<file path="config.mk">
export PLATFORM = sky130hd
export DESIGN_NAME = bitmap_block_allocator_unit
export DESIGN_NICKNAME = d
export VERILOG_FILES = /design/src/hw/rtl/bba_pkg.sv /design/src/hw/rtl/bba_ctrl.sv /design/src/hw/rtl/bba_datapath.sv /design/src/hw/rtl/bitmap_block_allocator_unit.sv
export SDC_FILE = /design/constraint.sdc
export NUM_CORES = 2
export LEC_CHECK = 0
export ABC_CLOCK_PERIOD_IN_PS = 19800
export BUFFER_PORTS_ARGS = -buffer_cell sky130_fd_sc_hd__buf_2
export CAP_MARGIN = 20
export CORE_MARGIN = 4
export CORE_UTILIZATION = 45
export CTS_BUF_LIST = sky130_fd_sc_hd__clkbuf_4 sky130_fd_sc_hd__clkbuf_8
export DETAILED_ROUTE_END_ITERATION = 10
export PLACE_DENSITY = 0.63
export SLEW_MARGIN = 25
export SYNTH_ARGS = -nofsm -noshare
export SYNTH_HDL_FRONTEND = slang
export SYNTH_HIERARCHICAL = 1
export SYNTH_SLANG_ARGS = --single-unit
export TNS_END_PERCENT = 100
</file>
<file path="constraint.sdc">
create_clock -name clk -period 19.8 [get_ports clk]
set_input_delay 1.98 -clock clk [delete_from_list [all_inputs] [get_ports clk]]
set_output_delay 1.98 -clock clk [all_outputs]
set_load 0.05 [all_outputs]
</file>
<file path="src/hw/rtl/bba_pkg.sv">
// ----------------------------------------------------------------------------
// bba_pkg
// Shared constants, codes and controller/datapath interface types for the
// bitmap block allocator.
// ----------------------------------------------------------------------------
package bba_pkg;

    // Bitmap geometry; WORD_BITS is a power of two
    localparam int MAP_BITS  = 4096;
    localparam int WORD_BITS = 64;
    localparam int NWORDS    = (MAP_BITS + WORD_BITS - 1) / WORD_BITS;
    localparam int ADDR_W    = (NWORDS > 1) ? $clog2(NWORDS) : 1;
    localparam int BIT_W     = $clog2(WORD_BITS);
    localparam int IDX_W     = ADDR_W + BIT_W;
    localparam int LEN_W     = $clog2(MAP_BITS + 1);

    // Fixed field widths
    localparam int BLK_W     = 32;
    localparam int FREE_W    = 13;
    localparam int CFG_IDX_W = 2;

    localparam logic [CFG_IDX_W-1:0] REG_TOTAL_BLOCKS = CFG_IDX_W'(0);
    localparam logic [CFG_IDX_W-1:0] REG_FIRST_DATA   = CFG_IDX_W'(1);

    localparam logic [BLK_W-1:0] TOTAL_RESET = BLK_W'(4096);
    localparam logic [BLK_W-1:0] FIRST_RESET = '0;

    typedef logic [WORD_BITS-1:0] word_t;

    typedef enum logic [1:0] {
        CMD_QUERY     = 2'd0,
        CMD_MARK_USED = 2'd1,
        CMD_MARK_FREE = 2'd2,
        CMD_ALLOC     = 2'd3
    } cmd_t;

    typedef enum logic [1:0] {
        ST_OK       = 2'd0,
        ST_RANGE    = 2'd1,
        ST_CONFLICT = 2'd2,
        ST_NOFREE   = 2'd3
    } status_t;

    // Controller to datapath
    typedef struct packed {
        logic capture;
        logic lookup_rd;
        logic access_en;
        logic scan_rd;
        logic alloc_en;
        logic result_load;
    } dp_cmd_t;

    // Datapath to controller
    typedef struct packed {
        logic is_alloc;
        logic scan_hit;
        logic scan_miss;
    } dp_stat_t;

endpackage

</file>
<file path="src/hw/rtl/bba_ctrl.sv">
// ----------------------------------------------------------------------------
// bba_ctrl
// Sequencer for the allocator: accepts one transaction, steers the datapath
// through lookup, access or scan, and holds the result until it is taken.
// ----------------------------------------------------------------------------
module bba_ctrl (
    input  logic              clk,
    input  logic              rst_n,
    input  logic              in_valid,
    output logic              in_stall,
    output logic              out_valid,
    input  logic              out_stall,
    input  bba_pkg::dp_stat_t st,
    output bba_pkg::dp_cmd_t  ctl
);
    import bba_pkg::*;

    typedef enum logic [2:0] {
        S_IDLE,
        S_LOOKUP,
        S_ACCESS,
        S_SCAN,
        S_ALLOC,
        S_DONE
    } state_t;

    state_t state_reg;
    state_t state_next;
    logic   out_valid_reg;
    logic   out_valid_next;
    logic   load;

    assign in_stall  = (state_reg != S_IDLE);
    assign out_valid = out_valid_reg;
    assign load      = (state_reg == S_DONE) && (!out_valid_reg || !out_stall);

    always_comb
    begin
        ctl            = '0;
        state_next     = state_reg;
        out_valid_next = out_valid_reg;
        if (out_valid_reg && !out_stall)
        begin
            out_valid_next = 1'b0;
        end
        case (state_reg)
            S_IDLE:
            begin
                if (in_valid)
                begin
                    ctl.capture = 1'b1;
                    state_next  = S_LOOKUP;
                end
            end
            S_LOOKUP:
            begin
                if (st.is_alloc)
                begin
                    state_next = S_SCAN;
                end
                else
                begin
                    ctl.lookup_rd = 1'b1;
                    state_next    = S_ACCESS;
                end
            end
            S_ACCESS:
            begin
                ctl.access_en = 1'b1;
                state_next    = S_DONE;
            end
            S_SCAN:
            begin
                ctl.scan_rd = 1'b1;
                if (st.scan_hit)
                begin
                    state_next = S_ALLOC;
                end
                else if (st.scan_miss)
                begin
                    state_next = S_DONE;
                end
            end
            S_ALLOC:
            begin
                ctl.alloc_en = 1'b1;
                state_next   = S_DONE;
            end
            S_DONE:
            begin
                if (load)
                begin
                    ctl.result_load = 1'b1;
                    out_valid_next  = 1'b1;
                    state_next      = S_IDLE;
                end
            end
            default:
            begin
                state_next = S_IDLE;
            end
        endcase
    end

    always_ff @(posedge clk or negedge rst_n)
    begin
        if (!rst_n)
        begin
            state_reg     <= S_IDLE;
            out_valid_reg <= 1'b0;
        end
        else
        begin
            state_reg     <= state_next;
            out_valid_reg <= out_valid_next;
        end
    end

endmodule

</file>
<file path="src/hw/rtl/bba_datapath.sv">
// ----------------------------------------------------------------------------
// bba_datapath
// Bitmap memory, configuration registers, range checks, free-bit search,
// used-block counter and the result register.
// ----------------------------------------------------------------------------
module bba_datapath (
    input  logic                            clk,
    input  logic                            rst_n,
    input  bba_pkg::dp_cmd_t                ctl,
    output bba_pkg::dp_stat_t               st,
    input  logic [1:0]                      cmd,
    input  logic [bba_pkg::BLK_W-1:0]       block_id,
    input  logic                            cfg_we,
    input  logic [bba_pkg::CFG_IDX_W-1:0]   cfg_index,
    input  logic [bba_pkg::BLK_W-1:0]       cfg_data,
    output logic [1:0]                      status,
    output logic                            is_free,
    output logic [bba_pkg::BLK_W-1:0]       alloc_block,
    output logic [bba_pkg::FREE_W-1:0]      free_count
);
    import bba_pkg::*;

    // Transaction and configuration
    cmd_t              cmd_reg;
    logic [BLK_W-1:0]  blk_reg;
    logic [BLK_W-1:0]  total_reg;
    logic [BLK_W-1:0]  first_reg;
    logic [LEN_W-1:0]  len_reg;
    logic [LEN_W-1:0]  len_next;
    logic [BLK_W-1:0]  span;

    // Lookup
    logic [BLK_W-1:0]  off_now;
    logic [BLK_W-1:0]  off_reg;
    logic              below_reg;
    logic              above_reg;

    // Memory
    word_t             mem [NWORDS];
    logic [NWORDS-1:0] vld_reg;
    word_t             mem_q_reg;
    logic              vld_q_reg;
    logic [ADDR_W-1:0] q_addr_reg;
    logic              rd_en;
    logic [ADDR_W-1:0] rd_addr;
    word_t             word_rd;
    logic              wr_en;
    logic [ADDR_W-1:0] wr_addr;
    word_t             wr_data;

    // Scan
    logic [ADDR_W-1:0] scan_addr_reg;
    logic              scan_pend_reg;
    logic [IDX_W-1:0]  base;
    logic              base_out;
    logic              word_full;
    logic              last_word;
    word_t             hit_word_reg;
    logic [ADDR_W-1:0] hit_addr_reg;
    word_t             inv;
    word_t             lowest;
    logic [BIT_W-1:0]  pos;
    logic [IDX_W-1:0]  idx_alloc;
    logic              grant_ok;

    // Access
    logic [BIT_W-1:0]  bit_sel;
    logic              bit_used;
    logic              in_rng;

    // Counter and results
    logic [LEN_W-1:0]  used_reg;
    logic              cnt_inc;
    logic              cnt_dec;
    status_t           res_status_reg;
    status_t           res_status_next;
    logic              res_free_reg;
    logic              res_free_next;
    logic [BLK_W-1:0]  res_alloc_reg;
    logic [BLK_W-1:0]  res_alloc_next;
    logic [LEN_W-1:0]  free_now;
    logic [1:0]        status_reg;
    logic              is_free_reg;
    logic [BLK_W-1:0]  alloc_block_reg;
    logic [FREE_W-1:0] free_count_reg;

    // Data area length, clamped to the bitmap
    assign span = total_reg - first_reg;

    always_comb
    begin
        len_next = '0;
        if (total_reg > first_reg)
        begin
            if (span > BLK_W'(MAP_BITS))
            begin
                len_next = LEN_W'(MAP_BITS);
            end
            else
            begin
                len_next = span[LEN_W-1:0];
            end
        end
    end

    always_ff @(posedge clk or negedge rst_n)
    begin
        if (!rst_n)
        begin
            total_reg <= TOTAL_RESET;
            first_reg <= FIRST_RESET;
            len_reg   <= LEN_W'(MAP_BITS);
        end
        else
        begin
            len_reg <= len_next;
            if (cfg_we && (cfg_index == REG_TOTAL_BLOCKS))
            begin
                total_reg <= cfg_data;
            end
            if (cfg_we && (cfg_index == REG_FIRST_DATA))
            begin
                first_reg <= cfg_data;
            end
        end
    end

    // Capture and range pre-compute
    assign off_now = blk_reg - first_reg;

    always_ff @(posedge clk)
    begin
        if (ctl.capture)
        begin
            cmd_reg <= cmd_t'(cmd);
            blk_reg <= block_id;
        end
        if (ctl.lookup_rd)
        begin
            off_reg   <= off_now;
            below_reg <= (blk_reg < first_reg);
            above_reg <= (blk_reg >= total_reg);
        end
    end

    // Bitmap memory; a word never written reads as all free
    assign rd_en   = ctl.lookup_rd | ctl.scan_rd;
    assign rd_addr = ctl.lookup_rd ? off_now[IDX_W-1:BIT_W] : scan_addr_reg;
    assign word_rd = vld_q_reg ? mem_q_reg : '0;

    always_ff @(posedge clk)
    begin
        if (wr_en)
        begin
            mem[wr_addr] <= wr_data;
        end
        if (rd_en)
        begin
            mem_q_reg  <= mem[rd_addr];
            q_addr_reg <= rd_addr;
        end
    end

    always_ff @(posedge clk or negedge rst_n)
    begin
        if (!rst_n)
        begin
            vld_reg   <= '0;
            vld_q_reg <= 1'b0;
        end
        else
        begin
            if (wr_en)
            begin
                vld_reg[wr_addr] <= 1'b1;
            end
            if (rd_en)
            begin
                vld_q_reg <= vld_reg[rd_addr];
            end
        end
    end

    // Scan: one read issued per cycle, the word read last cycle checked
    assign base      = {q_addr_reg, BIT_W'(0)};
    assign base_out  = (BLK_W'(base) >= BLK_W'(len_reg));
    assign word_full = &word_rd;
    assign last_word = (q_addr_reg == ADDR_W'(NWORDS - 1));

    assign st.is_alloc  = (cmd_reg == CMD_ALLOC);
    assign st.scan_miss = ctl.scan_rd && scan_pend_reg && (base_out || (word_full && last_word));
    assign st.scan_hit  = ctl.scan_rd && scan_pend_reg && !base_out && !word_full;

    always_ff @(posedge clk or negedge rst_n)
    begin
        if (!rst_n)
        begin
            scan_addr_reg <= '0;
            scan_pend_reg <= 1'b0;
        end
        else if (ctl.capture)
        begin
            scan_addr_reg <= '0;
            scan_pend_reg <= 1'b0;
        end
        else if (ctl.scan_rd)
        begin
            scan_addr_reg <= scan_addr_reg + ADDR_W'(1);
            scan_pend_reg <= 1'b1;
        end
    end

    always_ff @(posedge clk)
    begin
        if (st.scan_hit)
        begin
            hit_word_reg <= word_rd;
            hit_addr_reg <= q_addr_reg;
        end
    end

    // Lowest clear bit: isolate it, then encode its position
    assign inv    = ~hit_word_reg;
    assign lowest = inv & (~inv + word_t'(1));

    always_comb
    begin
        pos = '0;
        for (int j = 0; j < BIT_W; j++)
        begin
            for (int i = 0; i < WORD_BITS; i++)
            begin
                if (((i >> j) & 1) == 1)
                begin
                    pos[j] = pos[j] | lowest[i];
                end
            end
        end
    end

    assign idx_alloc = {hit_addr_reg, pos};
    assign grant_ok  = (BLK_W'(idx_alloc) < BLK_W'(len_reg));

    // Access
    assign bit_sel  = off_reg[BIT_W-1:0];
    assign bit_used = word_rd[bit_sel];
    assign in_rng   = !below_reg && !above_reg && (off_reg < BLK_W'(len_reg));

    always_comb
    begin
        wr_en           = 1'b0;
        wr_addr         = off_reg[IDX_W-1:BIT_W];
        wr_data         = word_rd;
        cnt_inc         = 1'b0;
        cnt_dec         = 1'b0;
        res_status_next = res_status_reg;
        res_free_next   = res_free_reg;
        res_alloc_next  = res_alloc_reg;
        if (ctl.capture)
        begin
            res_status_next = ST_OK;
            res_free_next   = 1'b0;
            res_alloc_next  = '0;
        end
        else if (ctl.access_en)
        begin
            if (!in_rng)
            begin
                res_status_next = ST_RANGE;
            end
            else
            begin
                case (cmd_reg)
                    CMD_QUERY:
                    begin
                        res_free_next = !bit_used;
                    end
                    CMD_MARK_USED:
                    begin
                        if (bit_used)
                        begin
                            res_status_next = ST_CONFLICT;
                        end
                        else
                        begin
                            wr_en   = 1'b1;
                            wr_data = word_rd | (word_t'(1) << bit_sel);
                            cnt_inc = 1'b1;
                        end
                    end
                    CMD_MARK_FREE:
                    begin
                        if (!bit_used)
                        begin
                            res_status_next = ST_CONFLICT;
                        end
                        else
                        begin
                            wr_en   = 1'b1;
                            wr_data = word_rd & ~(word_t'(1) << bit_sel);
                            cnt_dec = 1'b1;
                        end
                    end
                    default:
                    begin
                        res_status_next = res_status_reg;
                    end
                endcase
            end
        end
        else if (st.scan_miss)
        begin
            res_status_next = ST_NOFREE;
        end
        else if (ctl.alloc_en)
        begin
            if (grant_ok)
            begin
                wr_en          = 1'b1;
                wr_addr        = hit_addr_reg;
                wr_data        = hit_word_reg | lowest;
                cnt_inc        = 1'b1;
                res_alloc_next = first_reg + BLK_W'(idx_alloc);
            end
            else
            begin
                res_status_next = ST_NOFREE;
            end
        end
    end

    always_ff @(posedge clk)
    begin
        res_status_reg <= res_status_next;
        res_free_reg   <= res_free_next;
        res_alloc_reg  <= res_alloc_next;
    end

    always_ff @(posedge clk or negedge rst_n)
    begin
        if (!rst_n)
        begin
            used_reg <= '0;
        end
        else if (cnt_inc)
        begin
            used_reg <= used_reg + LEN_W'(1);
        end
        else if (cnt_dec)
        begin
            used_reg <= used_reg - LEN_W'(1);
        end
    end

    // Result register; free count floors at zero
    assign free_now = (len_reg > used_reg) ? (len_reg - used_reg) : '0;

    always_ff @(posedge clk)
    begin
        if (ctl.result_load)
        begin
            status_reg      <= res_status_reg;
            is_free_reg     <= res_free_reg;
            alloc_block_reg <= res_alloc_reg;
            free_count_reg  <= FREE_W'(free_now);
        end
    end

    assign status      = status_reg;
    assign is_free     = is_free_reg;
    assign alloc_block = alloc_block_reg;
    assign free_count  = free_count_reg;

endmodule

</file>
<file path="src/hw/rtl/bitmap_block_allocator_unit.sv">
// ----------------------------------------------------------------------------
// bitmap_block_allocator_unit
// First-fit block allocator over a used/free bitmap with a used-block count.
// ----------------------------------------------------------------------------
// One transaction is worked at a time. Query, mark-used and mark-free take a
// single read-modify-write of one bitmap word. Allocate reads the bitmap
// through its single port, one word per cycle from word 0, and stops at the
// first word with a clear bit or at the end of the data area. A finished
// result waits in an output register while the next transaction is accepted.
// The bitmap reads as all free after reset through per-word valid flags, so
// there is no clearing pass. Configuration writes are always ready; they load
// the configuration registers, from which the data-area length is registered.
module bitmap_block_allocator_unit (
    input  logic                            clk,
    input  logic                            rst_n,
    input  logic                            in_valid,
    output logic                            in_stall,
    input  logic [1:0]                      cmd,
    input  logic [bba_pkg::BLK_W-1:0]       block_id,
    output logic                            out_valid,
    input  logic                            out_stall,
    output logic [1:0]                      status,
    output logic                            is_free,
    output logic [bba_pkg::BLK_W-1:0]       alloc_block,
    output logic [bba_pkg::FREE_W-1:0]      free_count,
    input  logic                            cfg_valid,
    output logic                            cfg_ready,
    input  logic [bba_pkg::CFG_IDX_W-1:0]   cfg_index,
    input  logic [bba_pkg::BLK_W-1:0]       cfg_data
);
    import bba_pkg::*;

    dp_cmd_t  ctl;
    dp_stat_t st;

    assign cfg_ready = 1'b1;

    bba_ctrl u_ctrl (
        .clk       (clk),
        .rst_n     (rst_n),
        .in_valid  (in_valid),
        .in_stall  (in_stall),
        .out_valid (out_valid),
        .out_stall (out_stall),
        .st        (st),
        .ctl       (ctl)
    );

    bba_datapath u_dp (
        .clk         (clk),
        .rst_n       (rst_n),
        .ctl         (ctl),
        .st          (st),
        .cmd         (cmd),
        .block_id    (block_id),
        .cfg_we      (cfg_valid & cfg_ready),
        .cfg_index   (cfg_index),
        .cfg_data    (cfg_data),
        .status      (status),
        .is_free     (is_free),
        .alloc_block (alloc_block),
        .free_count  (free_count)
    );

endmodule

</file>
### Yosys cells after proc, flatten, opt, wreduce, memory -nomap -nowiden

Memory sizes are Yosys's and may differ from the RTL's. A register that Yosys moved wholly into a read port is not among the register bits.
Cells that the tools add are included.

* logic and storage cells: 370
* memories: 1
* output and inout port bits: 51
* bits in writable memories: 4096
* bits of input ports: 73
* flip-flop bits (word level): 393

Memory list
* u_dp.mem: depth 64, width 64, rd ports 1, clocked after memory_dff 1, write ports 1, RTL line bba_datapath.sv:39 `word_t mem [NWORDS];`

* equality and inequality tests: 17
* shift operators: 1
* reductions and logical operators: 34
* add/subtract/negate cells: 8
* multiplexer cells: 75
* bitwise operators: 197
* order comparisons: 12

Operators by type and width (number)
* 2-to-1 mux 64 bit: 9
* NOT 64 bit: 3
* OR 64 bit: 3
* OR 1 bit: 187
* bitwise AND 64 bit: 2
* case mux 64 bit (2 select lines): 1
* adder 64 x 1 -> 64 bit, second input constant: 1
* AND reduction 64 bit: 1
* left shift 1 x 6 -> 64 bit, first input constant: 1
* subtractor 32 bit: 2
* 2-to-1 mux 13 bit: 4
* 2-to-1 mux 6 bit: 8
* 2-to-1 mux 1 bit: 36
* adder 32 x 12 -> 32 bit: 1
* greater-or-equal comparator 32 bit: 1
* > comparator 32 x 13 -> 1 bit, second input constant: 1
* > comparator 32 bit: 1
* < comparator 32 x 13 -> 1 bit: 1
* < comparator 32 bit: 1
* < comparator 6 x 7 -> 1 bit, second input constant: 3
* case mux 3 bit (5 select lines): 1
* 2-to-1 mux 2 bit: 7
* adder 13 x 1 -> 13 bit, second input constant: 1
* greater-or-equal comparator 12 x 13 -> 1 bit: 1
* 34 further kinds: 67

### Longest topological paths before layout

* depth after elaboration: 46
* mapped depth: 33
* mapped depth without buffers: 31

### Cells and area by module

Netlist, hierarchy kept.

By module, submodules not included
* bba_datapath: times used 1, sequential area each 135442.4 um2, cells each 14052, area an instance 190766.7 um2
* bba_ctrl: times used 1, sequential area each 100.1 um2, cells each 33, area an instance 254.0 um2
* bitmap_block_allocator_unit: times used 1, sequential area each 0.0 um2, cells each 2, area an instance 11.3 um2

### Worst setup path after synthesis

No wires, ideal clock.

* kind: input to register
* start: in in_valid
* end: mem u_dp/mem[0][32] (netlist name) (data pin)
* data arrival time: 7.484 ns
* library setup time: 0.702 ns
* path buffers: 4
* data required time: 19.098 ns
* path slack: 11.615 ns
* stages: 10
* cell sequence: inv_1 nor2_1 clkbuf_1 inv_1 buf_1 clkbuf_1 o21ai_1 buf_2 nor2_1 o21ai_0

RTL lines
* start, declared: RTL line bitmap_block_allocator_unit.sv:16 `input logic in_valid,`
* end, declared: RTL line bba_datapath.sv:39

### Worst setup path in the final report

* start: reg u_dp.hit_word_reg[6]
* end: mem u_dp/mem[60][48] (netlist name) (enable)

* word-level cells in the longest chain between the ends: 43
* elaborated cells on any way between the ends: 199
* classes of those cells: 1 x add/sub; 1 x order compare; 12 x mux; 185 x bitwise

Ends and longest elaborated chain
* start, declared: RTL line bba_datapath.sv:58 `word_t hit_word_reg;`
* start signal, assigned: RTL line bba_datapath.sv:217 `hit_word_reg <= word_rd;`
* NOT 64 bit *: RTL line bba_datapath.sv:223 `assign inv = ~hit_word_reg;`
* NOT 64 bit: RTL line bba_datapath.sv:224 `assign lowest = inv & (~inv + word_t'(1));`
* adder 64 x 1 -> 64 bit: RTL line bba_datapath.sv:224
* bitwise AND 64 bit *: RTL line bba_datapath.sv:224
* OR 1 bit (31 in series): RTL line bba_datapath.sv:235 `pos[j] = pos[j] | lowest[i];`
* < comparator 12 x 13 -> 1 bit *: RTL line bba_datapath.sv:242 `assign grant_ok = (BLK_W'(idx_alloc) < BLK_W'(len_reg));`
* 2-to-1 mux 1 bit: RTL line bba_datapath.sv:317 `if (grant_ok)`
* 2-to-1 mux 1 bit: RTL line bba_datapath.sv:315 `else if (ctl.alloc_en)`
* 2-to-1 mux 1 bit: RTL line bba_datapath.sv:311 `else if (st.scan_miss)`
* 2-to-1 mux 1 bit: RTL line bba_datapath.sv:265 `else if (ctl.access_en)`
* 2-to-1 mux 1 bit: RTL line bba_datapath.sv:259 `if (ctl.capture)`
* 2-to-1 mux 1 bit: RTL line bba_datapath.sv:153 `if (wr_en)`
* 2-to-1 mux 1 bit (implied by the code): RTL line bba_datapath.sv:155 `mem[wr_addr] <= wr_data;`

Every way passes the cells marked *; elsewhere a longest branch is shown, timed or not.

==> flow_summary_export.csv <==
group,metric,value,unit
run_status,status,"finished, final reports clean",
timing,rsz0062_at_grt,"no",
timing,finClkSkew,134,ps
synthesis,ys_async_sr_fraction,3.65,%
synthesis,yosysWarnings,6,
detailed_routing,wl_per_cell,28.1,um
timing,maxSlewViolCount,0,
timing,fin_tns_setup,0,ps
timing,period_share,43.9,%
synthesis,synth_largest_area_cell,"edfxtp_1",
critical_path,critical_path.max_stage_delay,810,ps
critical_path,required,20630,ps
floorplan,die-area,435000,um^2
critical_path,rrSetupSlack,11120,ps
finish,mostFrequentLayoutCells,"edfxtp_1, nand2_1, nand3_1",
synthesis,synth.top_cell.area_share,68.4,%
clocking,cts.sinks,4553,
timing,setup_viol,0,
synthesis,postSynthCellCount,14087,
synthesis,ys_ff_latch,4553,
power,power_density,172,nW/um^2
finish,num-fill-cells,35929,
timing,slew_headroom,22.0,%
detailed_routing,drtIter0Drc,16592,
critical_path,worstSetupEndpointType,"flip-flop",
synthesis,ys_seq_area_share,71.0,%
finish,final_common_cell,"edfxtp_1",
synthesis,ys_types,107,
timing,hold_viol_final,0,
critical_path,critPathArrivalTime,9510,ps
placed_design,portBuffers,122,
detailed_routing,num_vias,124031,
worst_hold_path,hold_class,"flip-flop to flip-flop",
clocking,clk_path_buf_depth,4,
timing,tightestPinTransition,1170,ps
synthesis,synthTopCellsByArea,"edfxtp_1, nand2_1, mux2i_1, a311oi_1, nand3_1",
floorplan,num_io_pins,124,
detailed_routing,vias_per_cell,6.01,
detailed_routing,ant_nets,0,
critical_path,crit_fanout,39,
synthesis,syn-num-nets,14331,
finish,fin_nets,14635,
timing,fmax,115,MHz
floorplan,coreArea,423000,um^2
floorplan,die_h,660,um
synthesis,synth-edff-count,4352,
detailed_routing,first_pass_iters,6,
global_route,grt-ovfl-total,0,
finish,multiInputGateArea,52100,um^2
power,leakage,74.2,nW
synthesis,netlist_area,191000,um^2
clocking,post_cts_buffers,0,
critical_path,critPathKind,"flip-flop to flip-flop",
clocking,path_clk_slew,60,ps
finish,largest_register_ffs,4096,
clocking,clockRootBuffer,"clkbuf_8",
clocking,cts.htree.levels,6,
job,drv_cap,0,
floorplan,die_w,660,um
synthesis,ys.flop_type,"edfxtp_1",
finish,regArea,136000,um^2
placed_design,pre_cts_slack,11260,ps
critical_path,critical_path_buf_inv_count,4,
floorplan,rows,239,
finish,drive_gt1_share,13.7,%
global_route,grt_pass1_wl,831000,um
critical_path,slowest_stage,"nor4_1",
detailed_routing,drc,0,
critical_path,path_cells,"nand4_1, nor4_1, nand4_1, nor4_1, and2b_1, nand2_1, or3b_2, and3_1, nand4_1, ha_1, and3_1, nand4_1, nor2_1, a21oi_1, and2_1, nand4_2, buf_4, nor2_2, a41oi_2, buf_4, nor2_4, buf_4, buf_4",
clocking,cts-hold-fix-buffers,0,
clocking,cts_made_buffers,728,
clocking,cts_tree,"built",
finish,top_register,"u_dp/mem",
critical_path,critPathTopFamily,"simple AND/OR/NAND/NOR gates",
timing,finalCriticalPeriod,8680,ps
placed_design,gp_congestion,0.946,
clocking,insertion_delay,1260,ps
placed_design,dp_hpwl,338000,um
global_route,grt_max_degree,243,
global_route,antenna_found_initial,23,
global_route,grt_pass1_vias,116820,
timing,fin_ws,11120,ps
global_route,grt_usage,25.9,%
power,ir_drop,0.405,mV
synthesis,synth.avg_cell_area,13.6,um^2
clocking,cts_resized,0,
detailed_routing,routed_wl,581000,um
finish,areaGrowthSynthToFinish,11.8,%
critical_path,setup.worst_path.start_class,"flip-flop",
floorplan,start_util,45.1,%
logic make-up after synthesis:
family / Yosys count / share of synthesized area (%)
muxes: 905 / 5.31
xor gates and xnor gates: 87 / 0.399
AOI/OAI and AO/OA: 1928 / 7.50
other: 1 / 0.00196
DFF: 4553 / 71.0
buffers and inverters: 1100 / 2.49
adders and majority gates: 171 / 1.14
and+or+nand+nor: 5342 / 12.2
worst register-to-register path, delay by kind of cell, from the launching register on:
family	cells	cell delay [ps]
simple gates	16	5120
buf+inv	4	1890
flops	1	450
compound gates	2	420
fa+ha+maj	1	250
layer usage:
metal / global-route usage, % / part of all wire, % / wire, um / vias to the layer above
met5: 0 / 0.0084 / 49 / -
li1: - / - / - / 53901
met3: 6.08 / 12 / 67400 / 1016
met2: 39.2 / 45 / 260000 / 6784
met4: 8.30 / 3.3 / 19200 / 8
met1: 37.0 / 40 / 235000 / 62322
final timing paths:
kind / from / to / cells after the start
max in group asynchronous: rst_n / u_dp/vld_q_reg / 2
worst max-delay path: u_dp/hit_word_reg[6] / u_dp/mem[60][48] / 23
worst min register to register: u_dp/res_alloc_reg[3] / u_dp/alloc_block[3] / 0
min in group asynchronous: rst_n / u_dp/total_reg[8] / 1
worst max register to register: u_dp/hit_word_reg[6] / u_dp/mem[60][48] / 23
worst min-delay path: u_dp/res_alloc_reg[3] / u_dp/alloc_block[3] / 0
per-stage QoR:
step	area (um^2)	std cells	hold WS (ps)	power, W	utilization (%)
CTS	214000	20632	431	0.0366	50.4
finish	214000	20647	430	0.0367	50.5
detailed placement	199000	19323	416	0.0286	47.0
global route	214000	20637	436	0.0382	50.5
floorplan	191000	14087	403	0.0227	-
global placement	199000	19318	414	0.0285	47.0
Yosys cell counts (all sizes together) (10+ instances only):
cell type / instances
a2111oi: 13
a211o: 10
a211oi: 46
a21boi: 12
a21o: 66
a21oi: 321
a221o: 68
a221oi: 11
a311oi: 654
a31o: 13
a31oi: 167
and2: 62
and3: 417
buf: 331
clkbuf: 575
dfrtp: 164
dfxtp: 35
edfxtp: 4352
ha: 166
inv: 193
mux2: 100
mux2i: 728
mux4: 77
nand2: 3354
nand2b: 40
nand3: 846
nand3b: 13
nand4: 67
nor2: 309
nor2b: 28
nor3: 83
nor4: 44
o211ai: 37
o21a: 23
o21ai: 212
o21bai: 77
o221ai: 14
o22ai: 28
o31ai: 17
o32ai: 69
or2: 23
or3: 24
xnor2: 70
xor2: 17
power breakdown:
part	switching, W	leakage [nW]	total (W)	internal, W
logic	0.0111	24.4	0.0154	0.00432
registers	0.000362	42.2	0.0132	0.0129
clock network	0.00381	7.62	0.00801	0.00420
area by class of cell:
type / instances / share of cell area [%]
Sequential cell: 4553 / 63.4
Antenna cell: 14 / 0.0164
Inverter: 194 / 0.365
Tap cell: 5663 / 3.32
Clock inverter: 276 / 0.929
Multi-Input combinational cell: 8434 / 24.4
Timing Repair Buffer: 480 / 1.71
Clock buffer: 1033 / 5.81
Power figures use the tool's default switching activity.
